--- config.mk ---
export PLATFORM = sky130hd
export DESIGN_NAME = stmu_queue
export DESIGN_NICKNAME = d
export VERILOG_FILES = /design/src/rtl/core/stmu_pkg.sv /design/src/rtl/core/stmu_queue.sv
export SDC_FILE = /design/constraint.sdc
export NUM_CORES = 1
export LEC_CHECK = 0
export BUFFER_PORTS_ARGS = -buffer_cell sky130_fd_sc_hd__buf_2
export CAP_MARGIN = 15
export CORE_MARGIN = 5
export CORE_UTILIZATION = 40
export CTS_BUF_LIST = sky130_fd_sc_hd__clkbuf_4
export CTS_CLUSTER_DIAMETER = 100
export CTS_CLUSTER_SIZE = 28
export DETAILED_ROUTE_END_ITERATION = 8
export PLACE_DENSITY = 0.64
export SLEW_MARGIN = 0
export SYNTH_ARGS = -nofsm -noshare
export SYNTH_HDL_FRONTEND = slang
export SYNTH_SLANG_ARGS = --single-unit
export TNS_END_PERCENT = 10
--- constraint.sdc ---
create_clock -name clk -period 2.5 [get_ports clk]
set_clock_uncertainty 0.2 [all_clocks]
set_input_delay 0.125 -clock clk [delete_from_list [all_inputs] [get_ports clk]]
set_output_delay 0.125 -clock clk [all_outputs]
set_load 0.01 [all_outputs]
--- src/rtl/core/stmu_pkg.sv ---
`default_nettype none

package stmu_pkg;

	localparam int TILE_LOG2      = 6;
	localparam int FRACTION_BITS  = 16;
	localparam int COLUMN_BITS    = 10;
	localparam int ADDR_BITS      = 2 * TILE_LOG2;
	localparam int QUEUE_DEPTH    = 4;
	localparam int QUEUE_PTR_BITS = $clog2(QUEUE_DEPTH);

	localparam logic [1:0] ACT_LOAD_TEXEL = 2'd0;
	localparam logic [1:0] ACT_LOAD_LIGHT = 2'd1;
	localparam logic [1:0] ACT_START      = 2'd2;
	localparam logic [1:0] ACT_STEP       = 2'd3;

	typedef struct packed {
		logic [1:0]             action;
		logic [11:0]            load_index;
		logic [7:0]             load_data;
		logic [9:0]             span_row;
		logic [COLUMN_BITS-1:0] first_column;
		logic [COLUMN_BITS-1:0] final_column;
		logic signed [31:0]     u_start;
		logic signed [31:0]     v_start;
		logic signed [31:0]     u_increment;
		logic signed [31:0]     v_increment;
		logic                   low_detail;
	} in_item_t;

	typedef struct packed {
		logic [COLUMN_BITS:0]   pixel_column;
		logic [9:0]             pixel_row;
		logic [7:0]             pixel_colour;
		logic                   span_last;
	} out_item_t;

	// queue entry: a store write or one pixel to look up
	typedef struct packed {
		logic [1:0]             kind;
		logic [ADDR_BITS-1:0]   addr;
		logic [7:0]             data;
		logic [COLUMN_BITS-1:0] column;
		logic [9:0]             row;
		logic                   dbl;
		logic                   last;
	} cmd_t;

endpackage

`default_nettype wire

--- src/rtl/core/stmu_queue.sv ---
`default_nettype none

module stmu_queue (
	input  wire logic          clk,
	input  wire logic          arst_n,
	input  wire logic          push,
	input  stmu_pkg::cmd_t     push_cmd,
	input  wire logic          pop,
	output stmu_pkg::cmd_t     head,
	output logic               head_valid,
	output logic               full
);
	import stmu_pkg::*;

	cmd_t                    entry_q [QUEUE_DEPTH];
	logic [QUEUE_PTR_BITS-1:0] wr_ptr_q;
	logic [QUEUE_PTR_BITS-1:0] rd_ptr_q;
	logic [QUEUE_PTR_BITS:0]   count_q;

	assign head       = entry_q[rd_ptr_q];
	assign head_valid = count_q != '0;
	assign full       = count_q == (QUEUE_PTR_BITS+1)'(QUEUE_DEPTH);

	always_ff @(posedge clk or negedge arst_n) begin
		if (!arst_n) begin
			wr_ptr_q <= '0;
			rd_ptr_q <= '0;
			count_q  <= '0;
		end else begin
			if (push)
				wr_ptr_q <= wr_ptr_q + 1'b1;
			if (pop)
				rd_ptr_q <= rd_ptr_q + 1'b1;
			if (push && !pop)
				count_q <= count_q + 1'b1;
			else if (pop && !push)
				count_q <= count_q - 1'b1;
		end
	end

	always_ff @(posedge clk) begin
		if (push)
			entry_q[wr_ptr_q] <= push_cmd;
	end

endmodule

`default_nettype wire

-- Yosys cells after proc, flatten, opt, wreduce, memory -nomap -nowiden
Memories as Yosys holds them, arrays and structs flattened.
Index checks and enable logic that the tools add are counted.
- logic and storage cells: 19
- memories kept: 1
- memory bits (writable): 176
- flip-flop bits (word level): 7
- add/subtract/negate cells: 4
- mux-type cells: 4
- reductions and logical operators: 6
- equal/unequal tests: 1
- memories (memory ; depth ; bits a word ; rd ports ; clocked after Yosys merged registers in ; wr ports ; RTL line ; text):
    entry_q ; 4 ; 44 ; 1 ; 0 ; 1 ; stmu_queue.sv:15 ; cmd_t entry_q [QUEUE_DEPTH];
- operator list (cell ; number):
    3-bit two-way mux ; 2
    2-bit by 1-bit adder with 2-bit output, second input constant ; 2
    3-bit by 1-bit adder with 3-bit output, second input constant ; 1
    3-bit == test, second input constant ; 1
    3-bit nonzero test ; 1
    3-bit by 1-bit subtractor with 3-bit output, second input constant ; 1
    1-bit logical AND ; 2
    1-bit logical NOT ; 2
    1-bit two-way mux ; 2
    2-bit nonzero test ; 1

-- Logic depth before layout (Yosys ltp)
Gate-level depths: netlist of run 1.
- depth after elaboration: 4
- gate-level depth with buffers: 7
- depth with buffers taken out: 7

-- Worst setup path after synthesis of run 1
Ideal clock, no wire load.
- kind: flip-flop to flip-flop
- start: reg wr_ptr_q[0]
- end: mem entry_q[2][0] in the netlist's numbering, enable pin
- period minus slack after synthesis: 2.279 ns
- arrival: 1.673 ns
- buffers on the path: 0
- path slack: 0.221 ns
- cell stages (with the launch flop): 4
- required time: 1.894 ns
- cell sequence: dfrtp_1 inv_1 ha_1 and2_1
- RTL lines (what ; RTL line ; text):
    start, declared ; stmu_queue.sv:16 ; logic [QUEUE_PTR_BITS-1:0] wr_ptr_q;
    start signal, assigned ; stmu_queue.sv:31 ; wr_ptr_q <= wr_ptr_q + 1'b1;
    end, declared ; stmu_queue.sv:15 ;
No word-level cell before the write port.

==> results.cfg, run 1 <==
[logic_synthesis]
post_synth_arst_share_pct = 3.83
yosys_warnings = 0
synth-edff-count = 176
yosys_most_used_dff = sky130_fd_sc_hd__edfxtp_1
synth_seq_cells = 183
post_synth_instance_area_um2 = 6810
synth.yosys.seq_area_share_pct = 80.2
synthesis.instances = 264
syn-mean-instance-area_um2 = 25.8
cell_types_with_the_largest_area_share_after_synthesis = sky130_fd_sc_hd__edfxtp_1 (78%), sky130_fd_sc_hd__mux4_2 (13%), sky130_fd_sc_hd__dfrtp_1 (2.6%)
yosys-top-cells-count = sky130_fd_sc_hd__edfxtp_1 (176), sky130_fd_sc_hd__mux4_2 (38), sky130_fd_sc_hd__dfrtp_1 (7)
post-synth-top-count-cell = sky130_fd_sc_hd__edfxtp_1
ys_types = 19
synth.net_count = 318
synth_top_area_cell = sky130_fd_sc_hd__edfxtp_1
post-synth-top-area-fraction_pct = 77.6

[cts]
tritoncts.num_buffers = 17
h-tree-depth = 4
root_buffer = sky130_fd_sc_hd__clkbuf_4
clkTransAtPathRegs_ps = 150
cts.sinks = 183
clock_tree.buffer_depth = 2
clock_tree_from_tritoncts = built
clock_latency_ps = 530

[power_and_ir_drop]
power_density_normalized_to_cell_area_nw_per_um2 = 1030
vdd.ir_drop.worst_v = 0.000640
power_leakage_nw = 2.94
design_power_total_mw = 8.69

[global_route]
first_global_vias = 3545
gr-total-overflow = 0
grt_start_max_net_pins = 37
antenna_violations_before_repair = 0
grt_util_all_layers_pct = 13.2
grt_first_pass_wirelength_um = 19600

[timing]
finalMaxSlewViolations = 0
layout_worst_path_cycle_share_pct = 94.0
timing.max_slew.rel_slack_pct = 63.7
finalHoldViolations = 0
worstMarginPinSlew_ps = 545
rsz0062_at_grt = true
timing.fmax_mhz = 426
setup_viol = 0
period_needed_ps = 2350

[placed_design]
place.port_buffers = 93
gp_congestion = 0.697
placed_cells_incl_taps = 581
placedInstanceArea_um2 = 7620
dp.final_hpwl_um = 7810

[route]
num_vias = 3215
detail_route.iter0.violations = 123
drt_pass1_iterations = 4
wl_per_cell_um = 18.7
detail_route.drc_violations = 0
final_antenna_net_count = 0
viasPerCell = 4.84
wl_um = 12400

[critical_path]
end_kind = output port
worst-path-max-fanout = 6
worst-endpoint-arrival_ps = 2020
crit_required_ps = 2170
cp-start-kind = register
timing_worst_setup_path_type = reg2out

[floorplan]
floorplan.rows = 47
num_io_pins = 94
die-width_um = 140
chipHeight_um = 140
core_um2 = 16600
die-area_um2 = 19700
floorplan.initialDensity_pct = 40.9

[run_status]
run_status = complete, no violations

[layout]
final_design_area_no_fill_um2 = 8420
drive_gt1_share_pct = 42.1
synthesis_to_finish_area_growth_pct = 23.8
num_antenna_cells = 0
final_cells = 664
nets = 485

[hold_path]
worstHoldPathType = in2reg

[job]
timing.max_cap.violations = 0
## what timing repair did
item	in CTS	in global routing
hold buffers	48	0
buffers inserted	2	1
gates resized for setup	0	1
endpoints found under the hold margin	198	0
pin swaps	0	0
setup endpoints to repair	31	2
## layout by cell type, fill, tap and decap left out, types with 2 or more instances in the layout
cell type                         n
sky130_fd_sc_hd__edfxtp_1       176
sky130_fd_sc_hd__buf_2           93
sky130_fd_sc_hd__dlygate4sd3_1   48
sky130_fd_sc_hd__mux4_2          39
sky130_fd_sc_hd__clkbuf_4        19
sky130_fd_sc_hd__buf_4           10
sky130_fd_sc_hd__buf_12           7
sky130_fd_sc_hd__clkinv_4         6
sky130_fd_sc_hd__mux4_1           5
sky130_fd_sc_hd__ha_1             5
sky130_fd_sc_hd__dfrtp_1          5
sky130_fd_sc_hd__inv_1            4
sky130_fd_sc_hd__and2_2           4
sky130_fd_sc_hd__xor2_1           4
sky130_fd_sc_hd__xnor2_1          2
sky130_fd_sc_hd__nand2_1          2
sky130_fd_sc_hd__bufinv_16        2
sky130_fd_sc_hd__inv_6            2
sky130_fd_sc_hd__clkinvlp_4       2
## cell families (layout without fill, tap and decap cells)
logic type | Yosys count | count (layout) | synth area share [%]
flops | 183 | 183 | 80.2
compound gates | 1 | 1 | 0.0735
fa+ha+maj | 6 | 6 | 1.21
simple gates | 9 | 9 | 0.735
mux | 45 | 45 | 15.1
buf+inv | 14 | 194 | 1.93
xor+xnor | 6 | 6 | 0.772
## layout make-up
type | instances | area (µm²)
clock buffer | 19 | 143
clock inverter | 13 | 149
fill | 1313 | 8220
inverter | 4 | 15.0
multi-input combinational | 67 | 1220
sequential | 183 | 5470
tap | 220 | 275
timing repair buffer | 158 | 1160
## final timing paths
check	start	endpoint	slack [ps]	cells past startpoint
worst max-delay path	rd_ptr_q[0]	head[30]	150	3
worst min-delay path	push_cmd[40]	entry_q[3][40]	120	2
worst max register to register	wr_ptr_q[0]	entry_q[0][17]	520	4
worst min register to register	count_q[2]	count_q[2]	300	1
max in group asynchronous	arst_n	rd_ptr_q[0]	1490	3
min in group asynchronous	arst_n	count_q[2]	320	3
## worst max-delay path, cell delays in order (launching register included)
cell	delay, ps
sky130_fd_sc_hd__dfrtp_4	540
sky130_fd_sc_hd__buf_4	210
sky130_fd_sc_hd__mux4_1	570
sky130_fd_sc_hd__buf_2	160
## metal layers
layer	vias to the layer above	routed length, µm	track usage, %
li1	1459	-	-
met1	1659	5220	16.5
met2	88	6330	22.0
met3	9	763	4.64
met4	0	119	3.88
met5	-	0	0
## sequential cells by signal, indices dropped and copies added (netlist names)
register,count
entry_q,176
count_q,3
rd_ptr_q,2
wr_ptr_q,2
## metrics by stage
stage	setup WS [ps]	setup TNS [ps]	hold slack (ps)	util (%)
finish	151	0	119	50.6
global route	-14.5	-14.5	34.1	50.6
CTS	39.1	0	38.5	50.6
detailed placement	497	0	-229	45.8
global placement	539	0	-236	45.8
floorplan	221	0	-371	-
## report_power, final
| part | switching (mW) | leakage (nW) | internal, mW | total, mW |
|---|---|---|---|---|
| clock network | 0.971 | 0.151 | 0.628 | 1.60 |
| logic | 1.46 | 1.09 | 1.44 | 2.90 |
| registers | 0.184 | 1.70 | 4.01 | 4.20 |
| total | 2.61 | 2.94 | 6.08 | 8.69 |
(Power assumes the default switching activity.)
==> run 2, diff against run 1 <==
SETUP_SLACK_MARGIN = 0.5   (was not set)
==> results.cfg, run 2 (same netlist as run 1, synthesis figures left out) <==
[timing]
finalMaxSlewViolations = 0
setup_viol = 0
layout_worst_path_cycle_share_pct = 92.5
timing.fmax_mhz = 432
tns_ps = 0
worstMarginPinSlew_ps = 536
rsz0062_at_grt = true
finalHoldViolations = 0
timing.max_slew.rel_slack_pct = 64.3
period_needed_ps = 2310

[cts]
h-tree-depth = 4
clock_tree.buffer_depth = 2
cts.sinks = 183
tritoncts.num_buffers = 17
clock_tree_from_tritoncts = built
clock_latency_ps = 540
clkTransAtPathRegs_ps = 130
root_buffer = sky130_fd_sc_hd__clkbuf_4

[global_route]
antenna_violations_before_repair = 0
gr-total-overflow = 0
first_global_vias = 3545
grt_first_pass_wirelength_um = 19500
grt_start_max_net_pins = 46
grt_util_all_layers_pct = 13.3

[route]
num_vias = 3166
wl_um = 12500
viasPerCell = 4.78
detail_route.drc_violations = 0
final_antenna_net_count = 0
drt_pass1_iterations = 4
wl_per_cell_um = 18.8
detail_route.iter0.violations = 99

[layout]
num_antenna_cells = 0
layout.cells.most_common_list = sky130_fd_sc_hd__edfxtp_1 (176), sky130_fd_sc_hd__buf_2 (90), sky130_fd_sc_hd__dlygate4sd3_1 (48)
largest_register_ff_count = 176
final_design_area_no_fill_um2 = 8500
final_cells = 663
top_register = entry_q
final_common_cell = sky130_fd_sc_hd__edfxtp_1
reg_top3 = entry_q: 176 flops, count_q: 3 flops
synthesis_to_finish_area_growth_pct = 24.9
final.fill_count = 1365
drive_gt1_share_pct = 41.3
nets = 485

[critical_path]
critical_path.cell_chain = buf_6, mux4_1, buf_2
worst-r2r-cell-count = 4
critical_path_s_slowest_cell = sky130_fd_sc_hd__mux4_1
end_kind = output port
regToRegEndpoint = entry_q[2][35]
critPathBufInv = 2
worst-endpoint-arrival_ps = 1990
cp-start-kind = register
setup.reg_to_reg.worst_slack_ps = 690
worstSetupPathDepth = 3
top_cell_family_by_delay_on_the_critical_path = multiplexers
crit_required_ps = 2170
timing_worst_setup_path_type = reg2out
worst_r2r_startpoint = wr_ptr_q[0]
cpPeakStageDelay_ps = 600
worst-path-max-fanout = 7

[hold_path]
worstHoldPathType = in2reg
min_path_cells = 2
min_delay_worst_endpoint = entry_q[0][13]
min_from = push_cmd[13]

[floorplan]
floorplan.rows = 47
die-area_um2 = 19700
core_um2 = 16600
die-width_um = 140
num_io_pins = 94
floorplan.initialDensity_pct = 40.9
chipHeight_um = 140

[placed_design]
dp.final_hpwl_um = 7430
place.port_buffers = 93
gp_congestion = 0.670
placed_cells_incl_taps = 578
placedInstanceArea_um2 = 7590

[run_status]
run_status = complete, no violations

[power_and_ir_drop]
power_leakage_nw = 2.98
vdd.ir_drop.worst_v = 0.000594
design_power_total_mw = 8.94
power_density_normalized_to_cell_area_nw_per_um2 = 1050

[job]
timing.max_cap.violations = 0
[run 2: layout make-up]
class	count	area, µm²	share of cell area (%)
Sequential cell	183	5470	64.3
Multi-Input combinational cell	67	1220	14.3
Timing Repair Buffer	158	1220	14.3
Tap cell	220	275	3.24
Clock buffer	21	158	1.85
Clock inverter	10	153	1.80
Inverter	4	15.0	0.177
[run 2: worst max-delay path by stage]
stage | start | endpoint | slack (ps)
after global routing | rd_ptr_q[0] | head[40] | 60
after CTS | rd_ptr_q[0] | head[42] | 110
after detailed placement | rd_ptr_q[0] | head[30] | 450
final | rd_ptr_q[0] | head[42] | 190
after global placement | rd_ptr_q[0] | head[30] | 470
after floorplan | wr_ptr_q[0] | entry_q[0][0] | 220
[run 2: report_power, final]
group | internal, mW | switching, mW | leakage, nW
registers | 4.01 | 0.171 | 1.70
clock network | 0.826 | 0.903 | 0.166
logic | 1.53 | 1.50 | 1.12
total | 6.37 | 2.57 | 2.98
[run 2: repair_timing]
| item | CTS | global route |
|---|---|---|
| gates resized for setup | 4 | 4 |
| pin swaps | 0 | 0 |
| cloned | 1 | 1 |
| hold buffers | 48 | 0 |
| endpoints found under the setup margin | 44 | 44 |
| hold endpoints to repair | 197 | 0 |
| buffers inserted | 4 | 0 |
[run 2: worst reg2reg max path, cell delays in order (launching register included)]
cell and delay (ps):
sky130_fd_sc_hd__dfrtp_1 440, sky130_fd_sc_hd__inv_1 90, sky130_fd_sc_hd__ha_1 130, sky130_fd_sc_hd__and2_2 310
sky130_fd_sc_hd__buf_4 320
[run 2: layer usage]
layer	up-vias	wire length [µm]	global-route usage (%)
li1	1456	-	-
met1	1609	4980	15.8
met2	90	6600	22.8
met3	11	757	4.81
met4	0	144	3.67
met5	-	0	0
[run 2: per-stage QoR]
step | util, % | hold WS (ps) | setup slack (ps)
6_report | 51.1 | 126 | 187
5_1_grt | 51.1 | 55.1 | 59.3
4_1_cts | 50.8 | 54.8 | 108
3_5_place_dp | 45.6 | -230 | 446
3_3_place_gp | 45.6 | -237 | 474
2_1_floorplan | - | -371 | 221
==> run 3, diff against run 2 <==
--- a/config.mk
+++ b/config.mk
@@ -7,8 +7,7 @@
 export LEC_CHECK = 0
 export BUFFER_PORTS_ARGS = -buffer_cell sky130_fd_sc_hd__buf_2
-export CAP_MARGIN = 15
+export CAP_MARGIN = 40
 export CORE_MARGIN = 5
 export CORE_UTILIZATION = 40
-export CTS_BUF_LIST = sky130_fd_sc_hd__clkbuf_4
 export CTS_CLUSTER_DIAMETER = 100
 export CTS_CLUSTER_SIZE = 28
==> constraint.sdc (replaced) <==
create_clock -name clk -period 2.5 [get_ports clk]
set_clock_uncertainty 0.2 [all_clocks]
set_input_delay 0.125 -clock clk [delete_from_list [all_inputs] [get_ports clk]]
set_output_delay 0.125 -clock clk [all_outputs]
set_load 0.05 [all_outputs]
==> results.cfg, run 3 (same netlist as run 1, synthesis figures left out) <==
[timing]
rsz0062_at_grt = true
finalHoldViolations = 0
finalMaxSlewViolations = 0
period_needed_ps = 2220
timing.fmax_mhz = 451
layout_worst_path_cycle_share_pct = 88.8
tns_ps = 0
worstMarginPinSlew_ps = 456
hold_ws_ps = 247
timing.max_slew.rel_slack_pct = 69.6
final_ws_setup_ps = 280
setup_viol = 0

[placed_design]
gp_congestion = 0.673
place_worst_setup_slack_ps = 492
place.port_buffers = 93
dp.final_hpwl_um = 7380
placed_cells_incl_taps = 580
placedInstanceArea_um2 = 7580

[cts]
clock_tree_from_tritoncts = built
clock_tree.buffer_depth = 2
h-tree-depth = 4
tritoncts.num_buffers = 17
clkTransAtPathRegs_ps = 60
root_buffer = sky130_fd_sc_hd__clkbuf_16
clock_latency_ps = 420
cts.sinks = 183

[layout]
utilization_pct = 53.1
multi_input_gate_area_um2 = 1220
final_common_cell = sky130_fd_sc_hd__edfxtp_1
drive_gt1_share_pct = 41.5
num_antenna_cells = 0
top_register = entry_q
final_cells = 666
synthesis_to_finish_area_growth_pct = 29.9
final.fill_count = 1299
largest_register_ff_count = 176
layout.cells.most_common_list = sky130_fd_sc_hd__edfxtp_1 (176), sky130_fd_sc_hd__buf_2 (73), sky130_fd_sc_hd__dlygate4sd3_1 (48)
reg_top3 = entry_q: 176 flops, count_q: 3 flops
ff_latch_area_um2 = 5470
nets = 487
final_design_area_no_fill_um2 = 8840

[critical_path]
cp-start-kind = register
timing_worst_setup_path_type = reg2out
worstSetupPathDepth = 4
critical_path.most_common_cell = sky130_fd_sc_hd__buf_6
worst-path-max-fanout = 5
worst-endpoint-arrival_ps = 1890
crit_required_ps = 2170
critical_path.cell_chain = buf_6, clkbuf_16, mux4_2, buf_6
critical_path_s_slowest_cell = sky130_fd_sc_hd__mux4_2
critPathBufInv = 3
top_cell_family_by_delay_on_the_critical_path = multiplexers
worst-r2r-cell-count = 4
end_kind = output port
cpPeakStageDelay_ps = 510

[route]
num_vias = 3220
wl_per_cell_um = 19.0
wl_um = 12700
detail_route.drc_violations = 0
final_antenna_net_count = 0
drt_pass1_iterations = 4
detail_route.iter0.violations = 154
viasPerCell = 4.83

[power_and_ir_drop]
vdd.ir_drop.worst_v = 0.000698
design_power_total_mw = 11.5
power_density_normalized_to_cell_area_nw_per_um2 = 1310
power_leakage_nw = 3.12

[global_route]
gr-total-overflow = 0
first_global_vias = 3562
grt_first_pass_wirelength_um = 20000
grt_start_max_net_pins = 29
antenna_violations_before_repair = 0
grt_util_all_layers_pct = 13.6

[job]
timing.max_cap.violations = 0

[floorplan]
floorplan.rows = 47
core_um2 = 16600
die-width_um = 140
chipHeight_um = 140
die-area_um2 = 19700
num_io_pins = 94
floorplan.initialDensity_pct = 40.9

[run_status]
run_status = complete, no violations

[hold_path]
min_path_cells = 2
worstHoldPathType = in2reg
-- run 3: routing by layer --
| layer | vias to the layer above | share of wire [%] | track usage [%] |
|---|---|---|---|
| met5 | - | 0 | 0 |
| met4 | 0 | 1.4 | 5.20 |
| met3 | 17 | 5.2 | 4.16 |
| met2 | 79 | 53 | 23.0 |
| met1 | 1666 | 41 | 16.4 |
| li1 | 1458 | - | - |
-- run 3: layout make-up --
| cell class | instances | area share [%] |
|---|---|---|
| flip-flops and latches | 183 | 61.8 |
| repair buffers | 160 | 14.4 |
| multi-input cells | 67 | 13.8 |
| clock buffers | 19 | 4.90 |
| well taps | 220 | 3.11 |
| clock inverters | 13 | 1.77 |
| inverters | 4 | 0.170 |
-- run 3: repair_timing --
item	CTS	global route
endpoints found under the setup margin	44	44
gates cloned	1	1
hold buffers	48	0
resized for setup	35	0
setup buffers	4	0
hold endpoints to repair	188	0
-- run 3: final timing paths --
| kind | slack [ps] | end | startpoint |
|---|---|---|---|
| setup / recovery | 280 | head[19] | rd_ptr_q[0] |
| hold reg to reg | 280 | count_q[2] | count_q[2] |
| hold / removal | 250 | entry_q[2][29] | push_cmd[29] |
| min in group asynchronous | 470 | wr_ptr_q[1] | arst_n |
| max in group asynchronous | 1350 | rd_ptr_q[1] | arst_n |
| setup reg to reg | 700 | entry_q[2][3] | wr_ptr_q[0] |
-- run 3: power by group --
part / internal [mW] / leakage [nW] / total, mW / switching (mW)
clock network: 1.56 / 0.278 / 2.64 / 1.08
logic: 1.70 / 1.15 / 4.66 / 2.95
registers: 4.03 / 1.70 / 4.25 / 0.224
-- run 3: worst reg2reg max path: stages, from the launching register on --
cell,delay (ps)
sky130_fd_sc_hd__dfrtp_1,440
sky130_fd_sc_hd__inv_1,110
sky130_fd_sc_hd__ha_1,140
sky130_fd_sc_hd__and2_2,140
sky130_fd_sc_hd__buf_4,400
