--- config.mk ---
export PLATFORM = sky130hd
export DESIGN_NAME = stmu_front
export DESIGN_NICKNAME = d
export VERILOG_FILES = /design/src/rtl/core/stmu_pkg.sv /design/src/rtl/core/stmu_front.sv
export SDC_FILE = /design/constraint.sdc
export NUM_CORES = 1
export LEC_CHECK = 0
export BUFFER_PORTS_ARGS = -buffer_cell sky130_fd_sc_hd__buf_4
export CORE_ASPECT_RATIO = 0.7
export CORE_MARGIN = 4
export CORE_UTILIZATION = 30
export CTS_BUF_LIST = sky130_fd_sc_hd__clkbuf_2 sky130_fd_sc_hd__clkbuf_4 sky130_fd_sc_hd__clkbuf_8
export DETAILED_ROUTE_END_ITERATION = 12
export SLEW_MARGIN = 25
export SYNTH_ARGS = -nofsm -noshare
export SYNTH_HDL_FRONTEND = slang
export SYNTH_SLANG_ARGS = --single-unit
--- constraint.sdc ---
create_clock -name clk -period 8.08 [get_ports clk]
set_clock_uncertainty 0.15 [all_clocks]
set_input_delay 0.404 -clock clk [delete_from_list [all_inputs] [get_ports clk]]
set_output_delay 0.404 -clock clk [all_outputs]
set_load 0.01 [all_outputs]
--- src/rtl/core/stmu_pkg.sv ---
`default_nettype none

package stmu_pkg;

	localparam int TILE_LOG2      = 6;
	localparam int FRACTION_BITS  = 16;
	localparam int COLUMN_BITS    = 10;
	localparam int ADDR_BITS      = 2 * TILE_LOG2;
	localparam int QUEUE_DEPTH    = 4;
	localparam int QUEUE_PTR_BITS = $clog2(QUEUE_DEPTH);

	localparam logic [1:0] ACT_LOAD_TEXEL = 2'd0;
	localparam logic [1:0] ACT_LOAD_LIGHT = 2'd1;
	localparam logic [1:0] ACT_START      = 2'd2;
	localparam logic [1:0] ACT_STEP       = 2'd3;

	typedef struct packed {
		logic [1:0]             action;
		logic [11:0]            load_index;
		logic [7:0]             load_data;
		logic [9:0]             span_row;
		logic [COLUMN_BITS-1:0] first_column;
		logic [COLUMN_BITS-1:0] final_column;
		logic signed [31:0]     u_start;
		logic signed [31:0]     v_start;
		logic signed [31:0]     u_increment;
		logic signed [31:0]     v_increment;
		logic                   low_detail;
	} in_item_t;

	typedef struct packed {
		logic [COLUMN_BITS:0]   pixel_column;
		logic [9:0]             pixel_row;
		logic [7:0]             pixel_colour;
		logic                   span_last;
	} out_item_t;

	// queue entry: a store write or one pixel to look up
	typedef struct packed {
		logic [1:0]             kind;
		logic [ADDR_BITS-1:0]   addr;
		logic [7:0]             data;
		logic [COLUMN_BITS-1:0] column;
		logic [9:0]             row;
		logic                   dbl;
		logic                   last;
	} cmd_t;

endpackage

`default_nettype wire

--- src/rtl/core/stmu_front.sv ---
`default_nettype none

module stmu_front (
	input  wire logic              clk,
	input  wire logic              arst_n,
	input  wire logic              in_valid,
	output logic                   in_ready,
	input  stmu_pkg::in_item_t     in_item,
	input  wire logic              full,
	output logic                   push,
	output stmu_pkg::cmd_t         push_cmd
);
	import stmu_pkg::*;

	logic                   span_active_q;
	logic [31:0]            u_q;
	logic [31:0]            v_q;
	logic [31:0]            u_step_q;
	logic [31:0]            v_step_q;
	logic [COLUMN_BITS-1:0] cur_col_q;
	logic [COLUMN_BITS-1:0] end_col_q;
	logic [9:0]             row_q;
	logic                   dbl_q;
	logic                   acc;
	logic                   last;

	assign in_ready = !full;
	assign acc      = in_valid && in_ready;
	assign last     = cur_col_q == end_col_q;

	always_comb begin
		push_cmd.kind   = in_item.action;
		push_cmd.addr   = ADDR_BITS'(in_item.load_index);
		push_cmd.data   = in_item.load_data;
		push_cmd.column = cur_col_q;
		push_cmd.row    = row_q;
		push_cmd.dbl    = dbl_q;
		push_cmd.last   = last;
		push            = 1'b0;
		case (in_item.action)
			ACT_LOAD_TEXEL, ACT_LOAD_LIGHT: begin
				push = acc;
			end
			ACT_STEP: begin
				push          = acc && span_active_q;
				push_cmd.addr = {v_q[FRACTION_BITS+TILE_LOG2-1:FRACTION_BITS],
				                 u_q[FRACTION_BITS+TILE_LOG2-1:FRACTION_BITS]};
			end
			default: begin
				push = 1'b0;
			end
		endcase
	end

	always_ff @(posedge clk or negedge arst_n) begin
		if (!arst_n) begin
			span_active_q <= 1'b0;
		end else if (acc && in_item.action == ACT_START) begin
			span_active_q <= in_item.final_column >= in_item.first_column;
		end else if (acc && in_item.action == ACT_STEP && span_active_q && last) begin
			span_active_q <= 1'b0;
		end
	end

	always_ff @(posedge clk) begin
		if (acc && in_item.action == ACT_START) begin
			u_q       <= in_item.u_start;
			v_q       <= in_item.v_start;
			u_step_q  <= in_item.u_increment;
			v_step_q  <= in_item.v_increment;
			cur_col_q <= in_item.first_column;
			end_col_q <= in_item.final_column;
			row_q     <= in_item.span_row;
			dbl_q     <= in_item.low_detail;
		end else if (acc && in_item.action == ACT_STEP && span_active_q) begin
			u_q       <= u_q + u_step_q;
			v_q       <= v_q + v_step_q;
			cur_col_q <= cur_col_q + 1'b1;
		end
	end

endmodule

`default_nettype wire

# == Word level (Yosys, flattened, before mapping) ==
# Index checks and enable logic that the tools add are counted.
# W data, S select, Z words.
# totals
mem_bits_ro,0
latchBits,0
in_bits,185
register_bits,160
ramBits,0
n_memories,0
# classes
shifts,0
muxes,10
magnitude_cmp,1
n_eq_ne,4
n_reduce_logical,11
mul,0
bitwise,0
div,0
addsub,3
# op_table
operator,n
$mux W32,4
$add A32 B32 Y32,2
$mux W10,2
$mux W12,1
$add A10 B1 Y10 const B,1
$eq A10 B10 Y1,1
$ge A10 B10 Y1,1
$logic_and A1 B1 Y1,6
$eq A2 B2 Y1 const B,2
$reduce_bool A2 Y1,2
$eq A2 B1 Y1 const B,1
$logic_not A2 Y1,1
$mux W1,2
$pmux W1 S2,1
$reduce_or A2 Y1,1
$logic_not A1 Y1,1

# == Depth between registers and ports, before layout ==
# Gate-level depths: netlist of run 1.
# logic_depth
word_depth,7
depth_mapped,9
depth_no_buf,9

# == Least setup slack after synthesis of run 1 ==
# No wires, ideal clock.
# synth_timing
kind,input to register
from,input full
to,register cur_col_q[0] (enable)
setup_slack_ns,4.240
arrival_time_ns,3.206
n_path_buf,0
stages,2
setup_ns,0.484
path_cell_list,nand3b_1 a21oi_1
# synth_between
elab_chain_len,5
# synth_rtl
element,line,rtl
"start, declared",stmu_front.sv:9,"input wire logic full,"
$logic_not A1 Y1 (*),stmu_front.sv:27,assign in_ready = !full;
$logic_and A1 B1 Y1 (*),stmu_front.sv:28,assign acc = in_valid && in_ready;
$logic_and A1 B1 Y1 (2 in series),stmu_front.sv:75,end else if (acc && in_item.action == ACT_STEP && span_active_q) begin
$reduce_bool A2 Y1 (no source line) (*),n/a,
"end signal, assigned",stmu_front.sv:71,cur_col_q <= in_item.first_column;
"end signal, assigned",stmu_front.sv:78,cur_col_q <= cur_col_q + 1'b1;
"end, declared",stmu_front.sv:20,logic [COLUMN_BITS-1:0] cur_col_q;
# Mark *: on every way between the ends. The rest lies on a longest branch, timed or not.
# A chain may end at the register's enable or synchronous reset.

# == Worst setup path after layout of run 1 ==
# layout_timing
from,register v_q[0]
to,register v_q[18] (data pin)
# layout_between
elab_chain_len,3
# layout_rtl
element,line,rtl
"start, declared",stmu_front.sv:17,logic [31:0] v_q;
"start signal, assigned",stmu_front.sv:68,v_q <= in_item.v_start;
"start signal, assigned",stmu_front.sv:77,v_q <= v_q + v_step_q;
$add A32 B32 Y32,stmu_front.sv:77,
$mux W32,stmu_front.sv:75,
$mux W32,stmu_front.sv:66,if (acc && in_item.action == ACT_START) begin
# No other way between the ends. The select of a mux whose other input is x is not followed.

==> impl_metrics.toml, run 1 <==
[synth]
ys.flop_type = "edfxtp_1"
syn_avg_cell_area_um2 = 10.7
yosys_register_bits = 120
async_flop_share_pct = 0.833
synth-seq-area-share_pct = 49.5
netlist_area_um2 = 7270
synth.distinct_cells = 61
yosys_warnings = 0
synth_edf_count = 119
synth_fp_nets = 919
syn_inst = 679

[setup_path]
required_ps = 8140
r2r_slack_ps = 5440
worstSetupPathType = "reg2reg"
crit_buf_inv = 1
worstSetupEndpointType = "register"
startpoint_type = "register"
crit_chain = "ha_1 -> inv_1 -> fa_1 -> nand2b_1 -> a21o_1 -> a21oi_1 -> o21ai_0 -> a31oi_1 -> nor3_1"
critical_path.max_fanout = 4
slowest_stage = "fa_1"
arrival_ps = 2700
reg2reg_from = "v_q[0]$_DFFE_PP_"
r2r_cells = 9
cp_top_family = "compound AO/OA/AOI/OAI gates"
r2r-end = "v_q[18]$_DFFE_PP_"
max_stage_delay_ps = 390

[clock_tree]
cts_tree = "yes"
cts_root_buffer = "clkbuf_8"
insertion_delay_ps = 460
cts_buffers = 17
clk_pin_slew_ps = 80
clockBufferDepth = 2
cts.sinks = 120
ctsResizeCount = 0
cts.htree.levels = 4

[sta]
slew_headroom_pct = 45.3
period_needed_ps = 2640
setup_viol = 0
maxSlewViolCount = 0
fin_ws_ps = 5440
clock.fmax_ghz = 0.379
hold_violations = 0
rsz0062_at_grt = "false"
tightest_slew_ps = 820
fin_tns_setup_ps = 0
fin_crit_sh_pct = 32.6

[grt]
grt_pass1_vias = 6012
antenna_found_initial = 1
grt_overflow_total = 0
grt_max_degree = 70
grtUsageTotal_pct = 14.8
grt_pass1_wl_um = 32100

[die]
core_um2 = 23800
fp.dieH_um = 138
initial_core_util_pct = 30.6
top_level_ports = 231
rows = 47
die_area_um2 = 26800
die_w_um = 194

[cells_and_area]
layout_common_cells = "177 x buf_4, 119 x edfxtp_1, 75 x nand2_1, 66 x dlygate4sd3_1, 59 x a21oi_1"
seq_area_um2 = 3600
design_area_um2 = 9950
final_common_cell = "buf_4"
syn_to_final_growth_pct = 36.8
num-nets-final = 1150
fillers = 2339
layout-drive-gt1-share_pct = 25.4
multi_input_area_um2 = 3410
fin_util_pct = 41.9

[hold_path]
hp-start = "in_item[97]"
whs_path_depth = 3
hold_class = "in2reg"
whs_endpoint = "u_q[0]$_DFFE_PP_"

[pwr]
p_per_area_nw_per_um2 = 163
ir_drop_mv = 0.128
p_leak_uw = 0.00404

[placement]
place_area_um2 = 8850
dpl.hpwl_um = 14000
port_buffers = 174
place_ws_ps = 5020
gp_congestion = 0.860

[detailed_routing]
ant_nets = 0
wl_per_cell_um = 16.0
viasPerCell = 4.84
wl_um = 19900
drc_errors = 0
firstDrtPassIters = 5
vias = 6014
drt_iter0_drc = 306

[status]
status = "complete, no violations"

[job]
max-cap-violations = 0
worst min-delay path, delay by kind of cell:
family,cells,cell delay [ps]
and+or+nand+nor,2,80
buffers and inverters,1,70
registers in the layout, indices dropped and copies added, names as in the netlist:
signal	cells
u_q	22
u_step_q	22
v_q	22
v_step_q	22
cur_col_q	10
end_col_q	10
row_q	10
dbl_q	1
span_active_q	1
power breakdown:
group	internal [µW]	switching (µW)	total, µW
clock network	362	265	627
registers	714	10.2	725
logic	145	127	272
total	1220	403	1620
worst max path at each step:
stage | start | endpoint | slack [ps] | depth (start not counted)
3_5_place_dp | full | cur_col_q[6]$_DFFE_PP_ | 5020 | 6
4_1_cts | u_step_q[0]$_DFFE_PP_ | u_q[20]$_DFFE_PP_ | 5440 | 9
5_1_grt | v_q[0]$_DFFE_PP_ | v_q[18]$_DFFE_PP_ | 5200 | 9
3_3_place_gp | full | cur_col_q[5]$_DFFE_PP_ | 5060 | 6
6_report | v_q[0]$_DFFE_PP_ | v_q[18]$_DFFE_PP_ | 5440 | 9
2_1_floorplan | full | cur_col_q[0]$_DFFE_PP_ | 4240 | 2
through the flow:
step,total power [µW],hold WS (ps),cells
after floorplan,885,-41.6,679
after detailed placement,985,31.0,1143
final,1620,49.4,1242
after CTS,1640,8.63,1241
after global placement,982,29.6,1143
after global routing,1710,36.6,1242
cells in the mapped netlist (all sizes together) (8+ instances only):
cell type,instances,area [µm²]
xnor2,18,158
buf,19,121
o21a,12,90.1
inv,29,109
nor3,16,80.1
xor2,17,149
o21ai,29,149
mux2,13,150
nand2,75,282
nor2,45,169
nand3,16,80.1
nand4,10,62.6
a21oi,62,325
clkbuf,12,45.0
nand2b,8,50.1
a21o,21,159
o31ai,14,105
ha,53,663
edfxtp,119,3570
cells by family after synthesis:
| group | synth area share (%) |
|---|---|
| xor+xnor | 4.21 |
| fa+ha+maj | 9.67 |
| flops | 49.5 |
| simple gates | 13.2 |
| compound gates | 16.9 |
| mux | 2.75 |
| buf+inv | 3.84 |
metal layers:
layer	GRT usage (%)	part of all wire, %	vias to the layer above
met3	5.01	6.8	15
met5	0	0	-
met1	20.8	49	2831
li1	-	-	3004
met2	22.4	44	164
met4	3.18	0.85	0
what timing repair did:
item                      in CTS  in global routing
hold buffers                  66                  0
hold endpoints to repair      66                  0
buffers inserted               0                  0
final cells by class:
cell class | instances | area share, %
clock inverters | 15 | 2.09
repair buffers | 243 | 20.0
multi-input cells | 498 | 34.2
flip-flops and latches | 120 | 36.2
clock buffers | 17 | 2.35
diodes | 1 | 0.0251
well taps | 318 | 4.00
inverters | 30 | 1.16
(Power assumes the default switching activity.)
==> inputs of run 2 (changes only) <==
clock period = 2.55 ns   (was 8.08 ns; I/O delays follow)
==> run 2 against run 1 <==
Die area stayed put. Cell area up 8.0%. Register-to-register slack got worse by 5300 ps. Global-route usage rose by 0.35 points. Critical path depth fell by 2. Final cell count grew 6.1%. Non-clock buffer count up 76. Worst setup slack worse by 5300 ps. Worst hold slack lost 12 ps. Total power grew to 3.1 times the previous value. Sequential power grew to 3.2 times the previous value. Maximum frequency rose by 7.3%. Largest cell class unchanged.
==> impl_metrics.toml, run 2 (synthesized netlist as in run 1, its figures left out) <==
[pwr]
clkPwrFrac_pct = 34.0
swShare_pct = 25.8
p_per_area_nw_per_um2 = 462
p_comb_share_pct = 19.7
power_frac_seq_pct = 46.3
p_leak_uw = 0.00436
p_switching_uw = 1280
intPower_uw = 3690
ir_drop_mv = 0.307

[sta]
maxSlewViolCount = 0
whs_ps = 37.5
hold_violations = 0
slew_headroom_pct = 64.6
clock.fmax_ghz = 0.407
period_needed_ps = 2460
setup_viol = 0
rsz0062_at_grt = "true"
tightest_slew_ps = 525
fin_crit_sh_pct = 96.3

[detailed_routing]
wl_um = 20700
viasPerCell = 4.79
wl_per_cell_um = 15.7
ant_nets = 0
drt_iter0_drc = 375
vias = 6318
firstDrtPassIters = 5
drc_errors = 0

[clock_tree]
insertion_delay_ps = 450
cts_root_buffer = "clkbuf_8"
cts_buffers = 17
cts.htree.levels = 4
cts.sinks = 120
clockBufferDepth = 2
clk_pin_slew_ps = 70
cts_tree = "yes"

[setup_path]
required_ps = 2590
arrival_ps = 2500
startpoint = "u_step_q[4]$_DFFE_PP_"
worstSetupPathType = "reg2reg"
startpoint_type = "register"
reg2reg_from = "u_step_q[4]$_DFFE_PP_"
worstSetupEndpointType = "register"
critical_path.max_fanout = 6

[grt]
grt_pass1_vias = 6346
use_met2_pct = 23.6
grt_max_degree = 57
top_usage_layer = "met2"
grt_overflow_total = 0
grtUsageTotal_pct = 15.2
grt_pass1_wl_um = 33200
use_met3_pct = 4.79
grt_use_met1_pct = 21.0
antenna_found_initial = 1

[status]
status = "complete, no violations"

[cells_and_area]
num-nets-final = 1226
syn_to_final_growth_pct = 47.7
layout-drive-gt1-share_pct = 27.0
fillers = 2226
fin_cells = 1318
final_common_cell = "buf_4"
layout_common_cells = "193 x buf_4, 123 x dlygate4sd3_1, 119 x edfxtp_1, 75 x nand2_1, 55 x a21oi_1"

[placement]
gp_congestion = 0.825
dpl.hpwl_um = 14600
placed_cells = 1162
port_buffers = 174

[die]
die_w_um = 194
fp.dieH_um = 138
initial_core_util_pct = 30.6
core_um2 = 23800
top_level_ports = 231
rows = 47
die_area_um2 = 26800

[job]
max-cap-violations = 0

[hold_path]
hold_class = "in2reg"
hp-start = "in_item[118]"
[run 2: cell type report]
class / instances / area [µm²] / share of cell area (%)
flip-flops and latches: 120 / 3600 / 33.5
multi-input cells: 498 / 3510 / 32.7
repair buffers: 319 / 2740 / 25.5
well taps: 318 / 398 / 3.70
clock buffers: 19 / 249 / 2.32
clock inverters: 13 / 131 / 1.22
inverters: 30 / 115 / 1.07
diodes: 1 / 2.50 / 0.0233
[run 2: path summary, 6_finish.rpt]
kind | cells past startpoint | slack [ps] | endpoint
worst max-delay path | 7 | 90 | u_q[21]$_DFFE_PP_
worst min-delay path | 4 | 40 | u_q[21]$_DFFE_PP_
worst max register to register | 7 | 90 | u_q[21]$_DFFE_PP_
worst min register to register | 3 | 490 | u_q[0]$_DFFE_PP_
max in group asynchronous | 3 | 1710 | span_active_q$_DFFE_PN0P_
min in group asynchronous | 3 | 430 | span_active_q$_DFFE_PN0P_
[run 2: through the flow]
stage	cell area, µm²	power (µW)	TNS [ps]	worst slack [ps]	utilization (%)
after floorplan	7280	2800	0	67.5	-
after CTS	10600	5020	0	1.85	44.8
after detailed placement	9030	3150	0	4.74	38.0
after global routing	10700	5230	-53.4	-30.9	45.2
after global placement	9030	3130	0	43.1	38.0
final	10700	4970	0	94.1	45.2
[run 2: critical path, stage by stage (launching register included)]
cell and delay, ps:
edfxtp_1 380, ha_1 400, a21oi_1 110, a21bo_2 250, a21o_1 250, a211oi_4 310, nor2b_1 80, o221a_2 280
[run 2: power by group through the flow]
stage               Clock, µW  Combinational (µW)  Sequential, µW
global placement            0                 793            2340
detailed placement          0                 805            2340
floorplan                   0                 468            2340
finish                   1690                 980            2300
CTS                      1760                 965            2300
global route             1850                1080            2300
[run 2: layer usage]
metal  part of all wire [%]  up-vias
li1                       -     3157
met4                   0.66        0
met3                    6.0       15
met1                     48     2969
met2                     45      177
met5                      0        -
[run 2: timing repair]
item                                    CTS  global route
endpoints found under the setup margin    1            16
hold buffers                            123             0
gates resized for setup                   1            20
hold endpoints to repair                120             0
pin swaps                                 0             6
setup buffers                             0             0
==> inputs of run 3 (changes only) <==
ABC_AREA = 1   (was not set)
CTS_CLUSTER_DIAMETER = 40   (was not set)
GPL_TIMING_DRIVEN = 0   (was not set)
==> run 3 against run 2 <==
Total power up 2.4%. Sequential cell count stayed put. First-iteration DRC count is 23% higher. Non-clock buffer count rose by 14. Global-route usage grew 2.0 points. Count of clock-buffer cells in the layout is 1 lower. Via count up 19%. Combinational power down 2%. Critical path depth grew 6. Sequential share of layout area decreased by 2.0 points. Routed wire length up 20%. Register-to-register slack better by 90 ps. Critical path type unchanged. Largest cell class is now multi-input combinational cells. Largest power group unchanged.
==> impl_metrics.toml, run 3 <==
[detailed_routing]
wl_um = 24900
vias = 7511
wl_per_cell_um = 14.8
drc_errors = 0
viasPerCell = 4.47
ant_nets = 0
firstDrtPassIters = 5
drt_iter0_drc = 461

[synth]
yosys_warnings = 0
yosysMostFrequentCell = "nand2_1"
synth_top_cells_by_count = "363 x nand2_1, 134 x inv_1, 119 x edfxtp_1"
netlist_area_um2 = 7930
synth-seq-area-share_pct = 45.4
yosysTopAreaCell = "edfxtp_1"
synth_fp_nets = 1225
yosysTopAreaCellShare_pct = 45.1
synth.area.top_cells = "edfxtp_1 45%, nand2_1 17%, ha_1 8.4%"
synth_edf_count = 119
synth.distinct_cells = 32
ys.flop_type = "edfxtp_1"
async_flop_share_pct = 0.833
yosys_register_bits = 120
syn_avg_cell_area_um2 = 8.05
syn_inst = 985

[sta]
clock.fmax_ghz = 0.423
maxSlewViolCount = 0
whs_ps = 211
tightest_slew_ps = 552
slew_headroom_pct = 63.2
fin_ws_ps = 184
fin_crit_sh_pct = 92.8
hold_violations = 0
setup_viol = 0
rsz0062_at_grt = "false"
period_needed_ps = 2370

[pwr]
p_per_area_nw_per_um2 = 445
p_leak_uw = 0.00535
p_total_uw = 5080
ir_drop_mv = 0.332

[clock_tree]
cts.sinks = 120
cts_buffers = 17
cts_root_buffer = "clkbuf_8"
cts_tree = "yes"
cts.htree.levels = 4
insertion_delay_ps = 480
clockBufferDepth = 2
clk_pin_slew_ps = 80

[setup_path]
worstSetupEndpointType = "register"
max_stage_delay_ps = 450
cp_common_cell = "nand2_1"
reg2reg_from = "v_q[0]$_DFFE_PP_"
r2r_slack_ps = 180
startpoint_type = "register"
arrival_ps = 2450
critical_path.max_fanout = 4
required_ps = 2640
slowest_stage = "fa_1"
r2r_cells = 13
r2r-end = "v_q[12]$_DFFE_PP_"
crit_chain = "ha_1 -> inv_1 -> fa_1 -> inv_1 -> nand3_1 -> nand3_1 -> nand2_1 -> nand2_1 -> nand2_1 -> nand2_1 -> nand2_1 -> nand2_1 -> o21ai_0"
worstSetupPathType = "reg2reg"

[die]
core_um2 = 25900
fp.dieH_um = 144
top_level_ports = 231
rows = 49
die_area_um2 = 29100
die_w_um = 202
initial_core_util_pct = 30.6

[placement]
place_ws_ps = 148
dpl.hpwl_um = 18500
gp_congestion = 0.889
port_buffers = 182
placed_cells = 1526

[cells_and_area]
num-nets-final = 1552
layout-drive-gt1-share_pct = 20.8
layout_common_cells = "363 x nand2_1, 196 x buf_4, 134 x inv_1, 123 x dlygate4sd3_1, 119 x edfxtp_1"
antenna_cells = 0
seq_area_um2 = 3600
final_common_cell = "nand2_1"
syn_to_final_growth_pct = 44.2
multi_input_area_um2 = 3680
fillers = 2599
fin_cells = 1682

[hold_path]
whs_path_depth = 2
whs_endpoint = "u_step_q[2]$_DFFE_PP_"
hold_class = "in2reg"
hp-start = "in_item[35]"

[grt]
antenna_found_initial = 0
grt_max_degree = 41
grtUsageTotal_pct = 17.2
grt_overflow_total = 0
grt_pass1_vias = 7298
grt_pass1_wl_um = 38900

[job]
max-cap-violations = 0

[status]
status = "complete, no violations"
[run 3: cell types whose count changed in the layout (fill, tap and decap cells not counted), sizes merged, moves of 11 or more]
cell / previous run / this run
nand2: 75 / 365
inv: 30 / 134
nand3: 16 / 69
a21oi: 62 / 33
nor2: 45 / 70
a21o: 21 / 0
buf: 196 / 210
o31ai: 14 / 0
or2: 2 / 15
o21a: 12 / 1
[run 3: per-layer routing]
layer / up-vias / wire length (µm) / track usage, %
li1: 3846 / - / -
met1: 3449 / 12200 / 23.9
met2: 203 / 11100 / 27.4
met3: 13 / 1420 / 4.48
met4: 0 / 170 / 3.36
met5: - / 0 / 0
[run 3: kinds of logic after synthesis]
group	count (synthesis)	share of synthesized area [%]
xor+xnor	20	2.21
fa+ha+maj	55	8.87
mux	12	1.70
flops	120	45.4
simple gates	554	29.3
buf+inv	159	8.30
compound gates	65	4.26
[run 3: area by class of cell]
class	count	area share [%]
Buffer	25	1.38
Clock buffer	18	2.11
Clock inverter	14	1.38
Inverter	134	4.40
Multi-Input combinational cell	706	32.2
Sequential cell	120	31.5
Tap cell	357	3.91
Timing Repair Buffer	308	23.1
[run 3: through the flow]
stage               utilization (%)  setup TNS [ps]  cell area [µm²]
global placement               37.6          -26870             9740
floorplan                         -               0             7930
CTS                            44.1               0            11400
detailed placement             37.8               0             9790
finish                         44.2               0            11400
global route                   44.2               0            11400
[run 3: worst max path at each step]
stage / from / end / slack (ps) / depth (start not counted)
finish: v_q[0]$_DFFE_PP_ / v_q[12]$_DFFE_PP_ / 180 / 13
global route: v_q[0]$_DFFE_PP_ / v_q[12]$_DFFE_PP_ / 9 / 13
CTS: cur_col_q[1]$_DFFE_PP_ / push_cmd[0] / 90 / 6
detailed placement: u_step_q[0]$_DFFE_PP_ / u_q[16]$_DFFE_PP_ / 150 / 13
global placement: full / u_q[19]$_DFFE_PP_ / -370 / 8
floorplan: full / dbl_q$_DFFE_PP_ / 490 / 5
[run 3: critical path, delay by kind of cell (launching register included)]
family / cells / cell delay (ps)
AND/OR/NAND/NOR: 8 / 730
buffers and inverters: 2 / 190
AO/OA/AOI/OAI: 1 / 60
flip-flops: 1 / 340
adder cells (fa/ha/maj): 2 / 640
[run 3: report_power, final]
| part | internal [µW] | switching (µW) | total, µW |
|---|---|---|---|
| clock | 963 | 875 | 1840 |
| sequential | 2250 | 30.1 | 2280 |
| combinational | 500 | 463 | 964 |
| total | 3720 | 1370 | 5080 |
[run 3: what timing repair did]
item	in CTS	in global routing
hold buffers	123	0
endpoints found under the setup margin	0	3
resized for setup	0	2
endpoints found under the hold margin	121	0
setup buffers	0	1
